### config.mk
export PLATFORM = sky130hd
export DESIGN_NAME = burst_coalescing_request_framer_core
export DESIGN_NICKNAME = d
export VERILOG_FILES = /design/src/rtl/bcrf_pkg.sv /design/src/rtl/bcrf_ucode_rom.sv /design/src/rtl/bcrf_sequencer.sv /design/src/rtl/bcrf_datapath.sv /design/src/rtl/burst_coalescing_request_framer_core.sv
export SDC_FILE = /design/constraint.sdc
export NUM_CORES = 1
export LEC_CHECK = 0
export BUFFER_PORTS_ARGS = -buffer_cell sky130_fd_sc_hd__buf_4
export CORE_MARGIN = 1
export CORE_UTILIZATION = 35
export CTS_CLUSTER_DIAMETER = 120
export DETAILED_ROUTE_END_ITERATION = 7
export GPL_TIMING_DRIVEN = 0
export RECOVER_POWER = 25
export SKIP_LAST_GASP = 1
export SYNTH_ARGS = -nofsm -noshare
export SYNTH_HDL_FRONTEND = slang
export SYNTH_SLANG_ARGS = --single-unit
### constraint.sdc
create_clock -name clk -period 5.1 [get_ports clk]
set_clock_uncertainty 0.1 [all_clocks]
set_input_delay 1.53 -clock clk [delete_from_list [all_inputs] [get_ports clk]]
set_output_delay 1.53 -clock clk [all_outputs]
set_load 0.02 [all_outputs]
### src/rtl/bcrf_pkg.sv
// ----------------------------------------------------------------------------
// Burst coalescing request framer: shared package
// Types, control word layout, step addresses and register indexes.
// ----------------------------------------------------------------------------
package bcrf_pkg;

    localparam int WORD_W     = 32;
    localparam int CFG_IDX_W  = 2;
    localparam int CFG_DATA_W = 8;
    localparam int UPC_W      = 4;

    localparam logic [CFG_IDX_W-1:0] REG_WRITE_CODE = 2'd0;
    localparam logic [CFG_IDX_W-1:0] REG_READ_CODE  = 2'd1;

    localparam logic [CFG_DATA_W-1:0] WRITE_CODE_RESET = 8'd0;
    localparam logic [CFG_DATA_W-1:0] READ_CODE_RESET  = 8'd1;

    typedef logic [UPC_W-1:0] upc_t;

    localparam upc_t STEP_WAIT     = 4'd0;
    localparam upc_t STEP_DISPATCH = 4'd1;
    localparam upc_t STEP_MATCH    = 4'd2;
    localparam upc_t STEP_BREAK    = 4'd3;
    localparam upc_t STEP_OPEN     = 4'd4;
    localparam upc_t STEP_APPEND   = 4'd5;
    localparam upc_t STEP_CHECK    = 4'd6;
    localparam upc_t STEP_OPCODE   = 4'd7;
    localparam upc_t STEP_ID       = 4'd8;
    localparam upc_t STEP_BASE     = 4'd9;
    localparam upc_t STEP_LEN      = 4'd10;
    localparam upc_t STEP_DATA     = 4'd11;
    localparam upc_t STEP_CLOSE    = 4'd12;
    localparam upc_t STEP_REOPEN   = 4'd13;

    typedef enum logic [2:0] {
        EMIT_NONE   = 3'd0,
        EMIT_OPCODE = 3'd1,
        EMIT_ID     = 3'd2,
        EMIT_BASE   = 3'd3,
        EMIT_LEN    = 3'd4,
        EMIT_DATA   = 3'd5
    } emit_sel_t;

    typedef enum logic [2:0] {
        ACT_NONE    = 3'd0,
        ACT_CAPTURE = 3'd1,
        ACT_OPEN    = 3'd2,
        ACT_APPEND  = 3'd3,
        ACT_BREAK   = 3'd4,
        ACT_CLOSE   = 3'd5,
        ACT_REOPEN  = 3'd6
    } act_t;

    typedef enum logic [3:0] {
        C_NEVER     = 4'd0,
        C_ALWAYS    = 4'd1,
        C_NO_INPUT  = 4'd2,
        C_NOT_OPEN  = 4'd3,
        C_MATCH     = 4'd4,
        C_NO_SEND   = 4'd5,
        C_NOT_WRITE = 4'd6,
        C_DATA_MORE = 4'd7,
        C_NO_REOPEN = 4'd8
    } cond_t;

    typedef struct packed {
        logic      take_in;
        act_t      act;
        emit_sel_t emit;
        cond_t     cond;
        upc_t      target;
    } ucode_t;

    typedef struct packed {
        ucode_t word;
        logic   go;
    } ctrl_t;

    typedef struct packed {
        logic open;
        logic match;
        logic send_needed;
        logic is_write;
        logic data_more;
        logic reopen;
        logic out_free;
    } status_t;

endpackage

### src/rtl/bcrf_ucode_rom.sv
// ----------------------------------------------------------------------------
// Burst coalescing request framer: microcode store
// Read-only table holding one control word for each sequencer step.
// ----------------------------------------------------------------------------
module bcrf_ucode_rom
(
    input  bcrf_pkg::upc_t   upc,
    output bcrf_pkg::ucode_t word
);
    import bcrf_pkg::*;

    always_comb
    begin
        word = '{take_in: 1'b0, act: ACT_NONE, emit: EMIT_NONE,
                 cond: C_NEVER, target: STEP_WAIT};
        case (upc)
            STEP_WAIT:
            begin
                word.take_in = 1'b1;
                word.act     = ACT_CAPTURE;
                word.cond    = C_NO_INPUT;
                word.target  = STEP_WAIT;
            end
            STEP_DISPATCH:
            begin
                word.cond   = C_NOT_OPEN;
                word.target = STEP_OPEN;
            end
            STEP_MATCH:
            begin
                word.cond   = C_MATCH;
                word.target = STEP_APPEND;
            end
            STEP_BREAK:
            begin
                word.act    = ACT_BREAK;
                word.cond   = C_ALWAYS;
                word.target = STEP_OPCODE;
            end
            STEP_OPEN:
            begin
                word.act    = ACT_OPEN;
                word.cond   = C_ALWAYS;
                word.target = STEP_CHECK;
            end
            STEP_APPEND:
            begin
                word.act = ACT_APPEND;
            end
            STEP_CHECK:
            begin
                word.cond   = C_NO_SEND;
                word.target = STEP_WAIT;
            end
            STEP_OPCODE:
            begin
                word.emit = EMIT_OPCODE;
            end
            STEP_ID:
            begin
                word.emit = EMIT_ID;
            end
            STEP_BASE:
            begin
                word.emit = EMIT_BASE;
            end
            STEP_LEN:
            begin
                word.emit   = EMIT_LEN;
                word.cond   = C_NOT_WRITE;
                word.target = STEP_CLOSE;
            end
            STEP_DATA:
            begin
                word.emit   = EMIT_DATA;
                word.cond   = C_DATA_MORE;
                word.target = STEP_DATA;
            end
            STEP_CLOSE:
            begin
                word.act    = ACT_CLOSE;
                word.cond   = C_NO_REOPEN;
                word.target = STEP_WAIT;
            end
            STEP_REOPEN:
            begin
                word.act    = ACT_REOPEN;
                word.cond   = C_ALWAYS;
                word.target = STEP_OPEN;
            end
            default:
            begin
                word.cond   = C_ALWAYS;
                word.target = STEP_WAIT;
            end
        endcase
    end

endmodule

### src/rtl/bcrf_sequencer.sv
// ----------------------------------------------------------------------------
// Burst coalescing request framer: step sequencer
// Step counter with conditional jumps; holds the step while the output
// register cannot take a word.
// ----------------------------------------------------------------------------
module bcrf_sequencer
(
    input  logic              clk,
    input  logic              rst_n,
    input  logic              in_valid,
    input  bcrf_pkg::status_t status,
    output bcrf_pkg::ctrl_t   ctrl
);
    import bcrf_pkg::*;

    upc_t   upc_reg;
    upc_t   upc_next;
    ucode_t word;
    logic   go;
    logic   taken;

    bcrf_ucode_rom u_rom
    (
        .upc  (upc_reg),
        .word (word)
    );

    assign go = (word.emit == EMIT_NONE) || status.out_free;

    always_comb
    begin
        case (word.cond)
            C_NEVER:     taken = 1'b0;
            C_ALWAYS:    taken = 1'b1;
            C_NO_INPUT:  taken = !in_valid;
            C_NOT_OPEN:  taken = !status.open;
            C_MATCH:     taken = status.match;
            C_NO_SEND:   taken = !status.send_needed;
            C_NOT_WRITE: taken = !status.is_write;
            C_DATA_MORE: taken = status.data_more;
            C_NO_REOPEN: taken = !status.reopen;
            default:     taken = 1'b0;
        endcase
    end

    always_comb
    begin
        if (!go)
        begin
            upc_next = upc_reg;
        end
        else if (taken)
        begin
            upc_next = word.target;
        end
        else
        begin
            upc_next = upc_reg + upc_t'(1);
        end
    end

    always_ff @(posedge clk or negedge rst_n)
    begin
        if (!rst_n)
        begin
            upc_reg <= STEP_WAIT;
        end
        else
        begin
            upc_reg <= upc_next;
        end
    end

    assign ctrl.word = word;
    assign ctrl.go   = go;

endmodule

### src/rtl/bcrf_datapath.sv
// ----------------------------------------------------------------------------
// Burst coalescing request framer: datapath
// Command holding register, open burst state, data buffer, transaction id,
// opcode registers and the output word register.
// ----------------------------------------------------------------------------
module bcrf_datapath
#(
    parameter int MAX_BURST  = 8,
    parameter int ADDR_WIDTH = 32,
    parameter int DATA_WIDTH = 32
)
(
    input  logic                                 clk,
    input  logic                                 rst_n,
    input  bcrf_pkg::ctrl_t                      ctrl,
    input  logic                                 in_valid,
    input  logic [bcrf_pkg::WORD_W-1:0]          address,
    input  logic [bcrf_pkg::WORD_W-1:0]          write_data,
    input  logic                                 is_write,
    input  logic                                 more_waiting,
    input  logic                                 cfg_write,
    input  logic [bcrf_pkg::CFG_IDX_W-1:0]       cfg_index,
    input  logic [bcrf_pkg::CFG_DATA_W-1:0]      cfg_data,
    input  logic                                 out_ready,
    output bcrf_pkg::status_t                    status,
    output logic                                 out_valid,
    output logic [bcrf_pkg::WORD_W-1:0]          net_word,
    output logic                                 last_word
);
    import bcrf_pkg::*;

    localparam int CNT_W = $clog2(MAX_BURST + 1);
    localparam int IDX_W = (MAX_BURST > 1) ? $clog2(MAX_BURST) : 1;

    logic [ADDR_WIDTH-1:0] item_addr_reg;
    logic [DATA_WIDTH-1:0] item_data_reg;
    logic                  item_wr_reg;
    logic                  item_more_reg;

    logic                  burst_open_reg;
    logic [ADDR_WIDTH-1:0] burst_base_reg;
    logic                  burst_is_write_reg;
    logic [CNT_W-1:0]      burst_count_reg;
    logic [DATA_WIDTH-1:0] burst_data_reg [MAX_BURST];
    logic [IDX_W-1:0]      data_idx_reg;
    logic [WORD_W-1:0]     next_id_reg;
    logic                  reopen_reg;

    logic [CFG_DATA_W-1:0] write_code_reg;
    logic [CFG_DATA_W-1:0] read_code_reg;

    logic                  out_valid_reg;
    logic [WORD_W-1:0]     net_word_reg;
    logic                  last_word_reg;

    logic [ADDR_WIDTH-1:0] expect_addr;
    logic                  data_more;
    logic                  followup;
    logic                  final_burst;
    logic                  emit_fire;
    logic [WORD_W-1:0]     word_next;
    logic                  last_next;
    logic                  capture;

    assign capture     = (ctrl.word.act == ACT_CAPTURE) && in_valid;
    assign emit_fire   = ctrl.go && (ctrl.word.emit != EMIT_NONE);
    assign expect_addr = burst_base_reg + ADDR_WIDTH'(burst_count_reg);
    assign data_more   = (CNT_W'(data_idx_reg) + CNT_W'(1)) != burst_count_reg;
    assign followup    = !item_more_reg || (MAX_BURST == 1);
    assign final_burst = !(reopen_reg && followup);

    assign status.open        = burst_open_reg;
    assign status.match       = (item_wr_reg == burst_is_write_reg)
                                && (item_addr_reg == expect_addr)
                                && (burst_count_reg < CNT_W'(MAX_BURST));
    assign status.send_needed = (burst_count_reg >= CNT_W'(MAX_BURST)) || !item_more_reg;
    assign status.is_write    = burst_is_write_reg;
    assign status.data_more   = data_more;
    assign status.reopen      = reopen_reg;
    assign status.out_free    = !out_valid_reg || out_ready;

    always_comb
    begin
        word_next = '0;
        last_next = 1'b0;
        case (ctrl.word.emit)
            EMIT_OPCODE:
            begin
                word_next = burst_is_write_reg ? WORD_W'(write_code_reg)
                                               : WORD_W'(read_code_reg);
            end
            EMIT_ID:
            begin
                word_next = next_id_reg;
            end
            EMIT_BASE:
            begin
                word_next = WORD_W'(burst_base_reg);
            end
            EMIT_LEN:
            begin
                word_next = WORD_W'(burst_count_reg);
                last_next = !burst_is_write_reg && final_burst;
            end
            EMIT_DATA:
            begin
                word_next = WORD_W'(burst_data_reg[data_idx_reg]);
                last_next = !data_more && final_burst;
            end
            default:
            begin
                word_next = '0;
                last_next = 1'b0;
            end
        endcase
    end

    always_ff @(posedge clk)
    begin
        if (capture)
        begin
            item_addr_reg <= address[ADDR_WIDTH-1:0];
            item_data_reg <= write_data[DATA_WIDTH-1:0];
            item_wr_reg   <= is_write;
            item_more_reg <= more_waiting;
        end
        if (ctrl.word.act == ACT_OPEN)
        begin
            burst_data_reg[0] <= item_data_reg;
        end
        else if (ctrl.word.act == ACT_APPEND)
        begin
            burst_data_reg[burst_count_reg[IDX_W-1:0]] <= item_data_reg;
        end
        if (emit_fire)
        begin
            net_word_reg  <= word_next;
            last_word_reg <= last_next;
        end
    end

    always_ff @(posedge clk or negedge rst_n)
    begin
        if (!rst_n)
        begin
            burst_open_reg     <= 1'b0;
            burst_base_reg     <= '0;
            burst_is_write_reg <= 1'b0;
            burst_count_reg    <= '0;
            data_idx_reg       <= '0;
            next_id_reg        <= '0;
            reopen_reg         <= 1'b0;
            write_code_reg     <= WRITE_CODE_RESET;
            read_code_reg      <= READ_CODE_RESET;
            out_valid_reg      <= 1'b0;
        end
        else
        begin
            if (cfg_write && (cfg_index == REG_WRITE_CODE))
            begin
                write_code_reg <= cfg_data;
            end
            if (cfg_write && (cfg_index == REG_READ_CODE))
            begin
                read_code_reg <= cfg_data;
            end

            case (ctrl.word.act)
                ACT_OPEN:
                begin
                    burst_open_reg     <= 1'b1;
                    burst_base_reg     <= item_addr_reg;
                    burst_is_write_reg <= item_wr_reg;
                    burst_count_reg    <= CNT_W'(1);
                end
                ACT_APPEND:
                begin
                    burst_count_reg <= burst_count_reg + CNT_W'(1);
                end
                ACT_BREAK:
                begin
                    reopen_reg <= 1'b1;
                end
                ACT_CLOSE:
                begin
                    burst_open_reg  <= 1'b0;
                    burst_count_reg <= '0;
                end
                ACT_REOPEN:
                begin
                    reopen_reg <= 1'b0;
                end
                default:
                begin
                end
            endcase

            if (emit_fire && (ctrl.word.emit == EMIT_ID))
            begin
                next_id_reg <= next_id_reg + WORD_W'(1);
            end
            if (emit_fire && (ctrl.word.emit == EMIT_LEN))
            begin
                data_idx_reg <= '0;
            end
            else if (emit_fire && (ctrl.word.emit == EMIT_DATA))
            begin
                data_idx_reg <= data_idx_reg + IDX_W'(1);
            end

            if (emit_fire)
            begin
                out_valid_reg <= 1'b1;
            end
            else if (out_ready)
            begin
                out_valid_reg <= 1'b0;
            end
        end
    end

    assign out_valid = out_valid_reg;
    assign net_word  = net_word_reg;
    assign last_word = last_word_reg;

    a_count_in_range: assert property (@(posedge clk) disable iff (!rst_n)
        burst_count_reg <= CNT_W'(MAX_BURST))
        else $error("Burst count exceeds the burst limit.");

    a_open_matches_count: assert property (@(posedge clk) disable iff (!rst_n)
        burst_open_reg == (burst_count_reg != '0))
        else $error("Open flag and burst count disagree.");

    a_emit_needs_open: assert property (@(posedge clk) disable iff (!rst_n)
        emit_fire |-> burst_open_reg)
        else $error("A word was framed with no burst open.");

    a_id_advances: assert property (@(posedge clk) disable iff (!rst_n)
        (emit_fire && (ctrl.word.emit == EMIT_ID))
        |=> (next_id_reg == $past(next_id_reg) + WORD_W'(1)))
        else $error("Transaction id did not advance by one.");

    a_no_stall_overwrite: assert property (@(posedge clk) disable iff (!rst_n)
        (out_valid_reg && !out_ready) |-> !emit_fire)
        else $error("A waiting output word was overwritten.");

endmodule

### src/rtl/burst_coalescing_request_framer_core.sv
// ----------------------------------------------------------------------------
// Burst coalescing request framer
// Merges runs of consecutive same-direction memory commands into bursts and
// frames each burst as opcode, transaction id, base address, length and,
// for writes, the buffered data words.
//
//   Channel   Signals                                   Direction
//   command   in_valid/in_ready, address, write_data,   in
//             is_write, more_waiting
//   frame     out_valid/out_ready, net_word, last_word  out
//   config    cfg_valid/cfg_ready, cfg_index, cfg_data  in
//
// A microprogram steps one control word per cycle unless a stalled output
// register holds the step counter. A command that opens or extends a burst
// without sending runs wait, dispatch, then open or match and append, then
// check. Sending emits opcode, id, base, length and, for writes, data words,
// one output word per cycle unless the output stalls; a broken run adds the
// break, close and reopen steps. Reset is asynchronous, clears all control
// state and needs no clearing pass. The configuration port is always ready.
// ----------------------------------------------------------------------------
module burst_coalescing_request_framer_core
#(
    parameter int MAX_BURST  = 8,
    parameter int ADDR_WIDTH = 32,
    parameter int DATA_WIDTH = 32
)
(
    input  logic                              clk,
    input  logic                              rst_n,
    input  logic                              in_valid,
    output logic                              in_ready,
    input  logic [bcrf_pkg::WORD_W-1:0]       address,
    input  logic [bcrf_pkg::WORD_W-1:0]       write_data,
    input  logic                              is_write,
    input  logic                              more_waiting,
    output logic                              out_valid,
    input  logic                              out_ready,
    output logic [bcrf_pkg::WORD_W-1:0]       net_word,
    output logic                              last_word,
    input  logic                              cfg_valid,
    output logic                              cfg_ready,
    input  logic [bcrf_pkg::CFG_IDX_W-1:0]    cfg_index,
    input  logic [bcrf_pkg::CFG_DATA_W-1:0]   cfg_data
);
    import bcrf_pkg::*;

    ctrl_t   ctrl;
    status_t status;

    assign cfg_ready = 1'b1;
    assign in_ready  = ctrl.word.take_in;

    bcrf_sequencer u_sequencer
    (
        .clk      (clk),
        .rst_n    (rst_n),
        .in_valid (in_valid),
        .status   (status),
        .ctrl     (ctrl)
    );

    bcrf_datapath
    #(
        .MAX_BURST  (MAX_BURST),
        .ADDR_WIDTH (ADDR_WIDTH),
        .DATA_WIDTH (DATA_WIDTH)
    )
    u_datapath
    (
        .clk          (clk),
        .rst_n        (rst_n),
        .ctrl         (ctrl),
        .in_valid     (in_valid),
        .address      (address),
        .write_data   (write_data),
        .is_write     (is_write),
        .more_waiting (more_waiting),
        .cfg_write    (cfg_valid && cfg_ready),
        .cfg_index    (cfg_index),
        .cfg_data     (cfg_data),
        .out_ready    (out_ready),
        .status       (status),
        .out_valid    (out_valid),
        .net_word     (net_word),
        .last_word    (last_word)
    );

endmodule
# Word-level counts from Yosys, hierarchy flattened
# Memories as Yosys holds them, arrays and structs flattened.
# Cells that the tools add are included.
dict set report totals {
  input_bits 81
  ramBits 256
  output_inout_bits 36
  reg_bits 194
  word_cells 121
  memories 1
}
dict set report classes {
  addsub 6
  muxes 24
  eq_ne 36
  magnitude_cmp 2
  n_reduce_logical 35
}
# memory depth word_bits read_ports rd_clocked_by_memory_dff write_ports line_no
set mem_list {}
lappend mem_list {u_datapath.burst_data_reg 8 32 1 0 1 bcrf_datapath.sv:44} ;# logic [DATA_WIDTH-1:0] burst_data_reg [MAX_BURST];
# cell count
set op_table {}
lappend op_table {{case mux 32 bit (5 select lines)} 1}
lappend op_table {{case mux 8 bit (11 select lines)} 1}
lappend op_table {{adder 32 x 1 -> 32 bit (second input constant)} 1}
lappend op_table {{adder 32 x 4 -> 32 bit} 1}
lappend op_table {{equality test 32 bit} 1}
lappend op_table {{equality test 4 x 3 -> 1 bit (second input constant)} 8}
lappend op_table {{2-to-1 mux 32 bit} 1}
lappend op_table {{OR reduction 32 bit} 1}
lappend op_table {{equality test 4 bit (second input constant)} 7}
lappend op_table {{case mux 3 bit (6 select lines)} 1}
lappend op_table {{equality test 4 x 2 -> 1 bit (second input constant)} 4}
lappend op_table {{equality test 3 bit (second input constant)} 5}
lappend op_table {{case mux 3 bit (5 select lines)} 1}
lappend op_table {{equality test 3 x 2 -> 1 bit (second input constant)} 4}
lappend op_table {{logical AND 1 bit} 12}
lappend op_table {{case mux 4 bit (3 select lines)} 1}
lappend op_table {{logical NOT 1 bit} 9}
lappend op_table {{2-to-1 mux 1 bit} 9}
lappend op_table {{2-to-1 mux 3 bit} 3}
lappend op_table {{adder 4 x 1 -> 4 bit (second input constant)} 2}
lappend op_table {{equality test 4 x 1 -> 1 bit (second input constant)} 2}
lappend op_table {{2-to-1 mux 8 bit} 1}
lappend op_table {{case mux 1 bit (8 select lines)} 1}
lappend op_table {{nonzero test 2 bit} 4}
lappend op_table {{other kinds (16)} 22}

# Depth between registers and ports, before layout
dict set report depth {
  depth_word 8
  ltp_mapped 11
  ltp_nobuf 10
}

# By module
# From an unflattened synthesis, not the netlist that was laid out.
dict set report hier_totals {
  hier_cells 1180
  hier_area_um2 19065.8
}
# mod cells_per_inst n_inst area_each_um2 seq_area_each_um2
set by_module_without_submodules {}
lappend by_module_without_submodules {bcrf_datapath 1098 1 18475.2 12938.7}
lappend by_module_without_submodules {bcrf_sequencer 43 1 366.6 100.1}
lappend by_module_without_submodules {bcrf_ucode_rom 37 1 212.7 0.0}
lappend by_module_without_submodules {burst_coalescing_request_framer_core 2 1 11.3 0.0}

# Least setup slack after synthesis
# Ideal clock, no wire load.
dict set report synth_timing {
  path_kind {reg2reg}
  from {reg u_sequencer.upc_reg[1]}
  to {mem u_datapath.burst_data_reg[1][0] (enable)}
  setup_time_ps 461
  stages_incl_launch_ff 7
  path_buffers 2
  path_slack_ps 954
  required_ps 4539
  arrival_time_ps 3585
  synth_period_minus_slack_ps 4146
  cell_sequence {dfrtp_1 > inv_1 > ha_1 > clkbuf_1 > clkbuf_1 > nand3_1 > nor3_1}
}
dict set report synth_between {
  elab_chain_cells 8
  word_cells_on_any_way 17
  cone_classes {eq/ne (7); mux (8); reduce/logical (2)}
}
# element line_no
set synth_lines {}
lappend synth_lines {{start, declared} bcrf_sequencer.sv:16} ;# upc_t upc_reg;
lappend synth_lines {{start signal, assigned} bcrf_sequencer.sv:70} ;# upc_reg <= upc_next;
lappend synth_lines {{equality test 4 bit, or another cell as far along} bcrf_ucode_rom.sv:16} ;# case (upc)
lappend synth_lines {{case mux 3 bit (6 select lines) (*)} bcrf_ucode_rom.sv:16}
lappend synth_lines {{equality test 3 x 2 -> 1 bit} bcrf_datapath.sv:131} ;# else if (ctrl.word.act == ACT_APPEND)
lappend synth_lines {{2-to-1 mux 1 bit} bcrf_datapath.sv:131}
lappend synth_lines {{2-to-1 mux 1 bit} bcrf_datapath.sv:127} ;# if (ctrl.word.act == ACT_OPEN)
lappend synth_lines {{2-to-1 mux 1 bit (not written as such)} bcrf_datapath.sv:133} ;# burst_data_reg[burst_count_reg[IDX_W-1:0]] <= item_data_reg;
lappend synth_lines {{OR reduction 32 bit (no source line)} n/a}
lappend synth_lines {{2-to-1 mux 3 bit (no source line) / 2-to-1 mux 1 bit (equally long branches)} n/a}
lappend synth_lines {{end, declared} bcrf_datapath.sv:44}
# Every way passes the cells marked *; elsewhere a longest branch is shown, timed or not.

# Final worst setup path
dict set report layout_timing {
  from {reg u_sequencer.upc_reg[0]}
  to {reg u_datapath.next_id_reg[26]}
}
dict set report layout_between {
  elab_chain_cells 6
  word_cells_on_any_way 12
  cone_classes {eq/ne (6); mux (1); reduce/logical (5)}
}
# element line_no
set layout_lines {}
lappend layout_lines {{equality test 4 bit / equality test 4 x 3 -> 1 bit (equally long branches)} bcrf_ucode_rom.sv:16}
lappend layout_lines {{case mux 3 bit (5 select lines) (*)} bcrf_ucode_rom.sv:16}
lappend layout_lines {{logical NOT 3 bit} bcrf_sequencer.sv:28} ;# assign go = (word.emit == EMIT_NONE) || status.out_free;
lappend layout_lines {{logical OR 1 bit} bcrf_sequencer.sv:28}
lappend layout_lines {{logical AND 1 bit} bcrf_datapath.sv:66} ;# assign emit_fire = ctrl.go && (ctrl.word.emit != EMIT_NONE);
lappend layout_lines {{logical AND 1 bit (*)} bcrf_datapath.sv:198} ;# if (emit_fire && (ctrl.word.emit == EMIT_ID))
lappend layout_lines {{end signal, assigned} bcrf_datapath.sv:200} ;# next_id_reg <= next_id_reg + WORD_W'(1);
lappend layout_lines {{end, declared} bcrf_datapath.sv:46} ;# logic [WORD_W-1:0] next_id_reg;
# Marked as above.
# A chain may end at the register's enable or synchronous reset.

==> results.json <==
{
  "post-dp-hpwl_um": 31900,
  "first_pass_iters": 5,
  "dieArea_um2": 55400,
  "seq_area_frac_synth_pct": 68.4,
  "setup_viol": 0,
  "initial_core_util_pct": 35.4,
  "syn_avg_cell_area_um2": 16.0,
  "hp-start": "u_datapath.next_id_reg[31]$_DFFE_PN0P_",
  "synth_cell_types": 71,
  "antenna_found_initial": 0,
  "cp.required_ps": 5470,
  "async_flop_share_pct": 21.1,
  "crit_path_end_kind": "register",
  "layout_commonest_cell": "edfxtp_1",
  "drive_above_1_share_pct": 24.2,
  "clkTransAtPathRegs_ps": 60,
  "place_congestion": 0.900,
  "cts_hold_buf": 0,
  "rows": 85,
  "worstSkewPairLatency_ps": 600,
  "rsz0062_at_grt": "false",
  "yosysWarnings": 0,
  "grt_util_all_layers_pct": 16.6,
  "worstHoldPathCells": 1,
  "critPathLaunchType": "register",
  "placed_area_um2": 21100,
  "critPathArrivalTime_ps": 4430,
  "viasPerCell": 5.21,
  "cts_tree": "built",
  "yosys.area_share.adder_pct": 0.892,
  "synthMuxAreaShare_pct": 13.0,
  "slew_headroom_pct": 17.7,
  "clock_sinks": 450,
  "antenna_left": 0,
  "drv_cap": 0,
  "syn_inst": 1195,
  "n_antenna_cell": 0,
  "first_global_vias": 11300,
  "synth-edff-count": 355,
  "largest_register_ffs": 256,
  "area_delta_synth_final_pct": 19.1,
  "overflow": 0,
  "synth_nets": 1289,
  "portBuffers": 115,
  "drt_iter0_markers": 873,
  "finalWirelength_um": 45900,
  "synthesis.area_um2": 19100,
  "vias": 11000,
  "die_y_um": 235,
  "layout.nets": 1468,
  "htree_levels": 2,
  "synth_xor_area_share_pct": 3.31,
  "synth.ff_latch_count": 450,
  "peakVddDrop_mv": 0.274,
  "tns_ps": 0,
  "cts_max_path_buffers": 3,
  "yosys.area_share.simple_pct": 7.11,
  "rrSetupSlack_ps": 1030,
  "grt_pass1_wl_um": 69000,
  "power_density_nw_per_um2": 506,
  "crit_type": "reg -> reg",
  "post_drt_wl_per_cell_um": 21.8,
  "status": "completed",
  "most-common-layout-cells": "edfxtp_1 (355), buf_4 (115), dfrtp_1 (94)",
  "r2r-end": "u_datapath.next_id_reg[26]$_DFFE_PN0P_",
  "fin_crit_sh_pct": 79.8,
  "layout_min_cycle_time_ps": 4070,
  "ys.flop_type": "edfxtp_1",
  "power.leakage_nw": 7.64,
  "r2r_cells": 11,
  "grt_max_degree": 96,
  "fmax_ghz": 0.246,
  "cts_root_buf": "clkbuf_16",
  "synth_top_family_by_area": "multiplexers",
  "max_slew.worst_pin.slew_ps": 1230,
  "cts.repair.resized": 0,
  "r2r_start": "u_sequencer.upc_reg[0]$_DFFE_PN0P_",
  "hold_viol_final": 0,
  "drc_errors": 0,
  "core_area_um2": 53800,
  "design_area_um2": 22700,
  "post-cts-setup-buffers": 0,
  "pin_count": 117,
  "holdPathEnd": "u_datapath.next_id_reg[31]$_DFFE_PN0P_",
  "fin_hold_ws_ps": 371,
  "hold_path_class": "reg -> reg",
  "final_util_pct": 42.2,
  "synth-compound-area-share_pct": 5.86,
  "slew_violations": 0,
  "critPathMaxFanout": 10,
  "cts_made_buffers": 48,
  "die_w_um": 235
}
stage by stage:
stage                     setup WS, ps  power, mW  std cells
final                             1030       11.5       2109
after global routing               690       12.0       2109
after CTS                         1070       11.6       2108
after detailed placement          1100       8.14       2019
after global placement           -1700       7.99       2006
after floorplan                    954       7.04       1195
cell type report:
cell class,count,area (um2)
Sequential cell,450,13000
Tap cell,696,871
Buffer,57,223
Timing Repair Buffer,129,1140
Clock buffer,60,1270
Clock inverter,29,284
Multi-Input combinational cell,672,5820
Fill cell,4856,31100
Inverter,16,60.1
layer usage:
layer	track usage, %	routed length (um)
met3	2.67	2210
met1	22.5	20200
met4	5.37	1150
met2	27.3	22400
met5	0	0
synth_stat cells, types with 3 or more instances:
cell         n  share of area (%)
o31ai_1      3               0.12
nand2_1     56                1.1
nor2_1      48               0.94
a21o_1       5               0.20
o211ai_1     4               0.16
a31oi_1      6               0.20
nand3_1     32               0.84
and3_1      14               0.46
a21oi_1     23               0.60
nand4b_1     4               0.18
buf_2        4               0.10
ha_1        12               0.79
nand4_1     10               0.33
or2_2        3              0.098
mux4_2      64                7.6
o21ai_0     60                1.6
or3_1        5               0.16
and2_1       4               0.13
nand2b_1     9               0.30
nor4_1       7               0.23
a2111oi_0    3               0.14
mux2_2      48                2.8
clkbuf_1    38               0.75
or4b_2       3               0.16
nor3b_1      9               0.35
o21a_1       6               0.24
mux2i_1     49                2.6
inv_1       16               0.31
nor3_1      18               0.47
o2111ai_1    3               0.14
and4_1       5               0.23
o22ai_1      3              0.098
buf_1       14               0.28
nor2b_1      7               0.23
a221oi_1     5               0.23
or4_1        7               0.28
edfxtp_1   355                 56
nand3b_1     4               0.16
dfrtp_1     94                 12
xnor2_1     45                2.1
a22oi_1     28                1.1
xor2_1      27                1.2
worst max path at each step:
stage / start / endpoint / slack, ps / depth (start not counted)
3_5_place_dp: u_sequencer.upc_reg[0]$_DFFE_PN0P_ / u_datapath.next_id_reg[28]$_DFFE_PN0P_ / 1100 / 11
6_report: u_sequencer.upc_reg[0]$_DFFE_PN0P_ / u_datapath.next_id_reg[26]$_DFFE_PN0P_ / 1030 / 11
5_1_grt: u_sequencer.upc_reg[0]$_DFFE_PN0P_ / u_datapath.next_id_reg[24]$_DFFE_PN0P_ / 690 / 11
2_1_floorplan: u_sequencer.upc_reg[1]$_DFFE_PN0P_ / u_datapath.burst_data_reg[1][0]$_DFFE_PP_ / 950 / 6
3_3_place_gp: u_sequencer.upc_reg[1]$_DFFE_PN0P_ / u_datapath.burst_data_reg[1][25]$_DFFE_PP_ / -1700 / 6
4_1_cts: u_sequencer.upc_reg[0]$_DFFE_PN0P_ / u_datapath.next_id_reg[26]$_DFFE_PN0P_ / 1070 / 11
critical path, cell delays in order, from the launching register on:
cell     delay, ps
dfrtp_1        430
inv_1          160
ha_1           240
buf_2          240
inv_1          160
nor4b_2        670
nand2_1        350
nor3_1         460
nand3_1        270
nor3_1         540
nand3_1        180
xnor2_1        150
power breakdown:
part           leakage (nW)  internal (mW)  switching [mW]
Combinational          2.46           1.23            1.67
Sequential             4.43           4.69           0.488
Clock                 0.751           1.93            1.47
logic make-up (layout without fill, tap and decap cells):
family / Yosys count / count (layout)
simple gates: 254 / 254
buf+inv: 73 / 291
flops: 450 / 450
compound gates: 171 / 171
fa+ha+maj: 13 / 13
mux: 161 / 161
xor+xnor: 72 / 72
other cells: 1 / 1
Power figures use the tool's default switching activity.
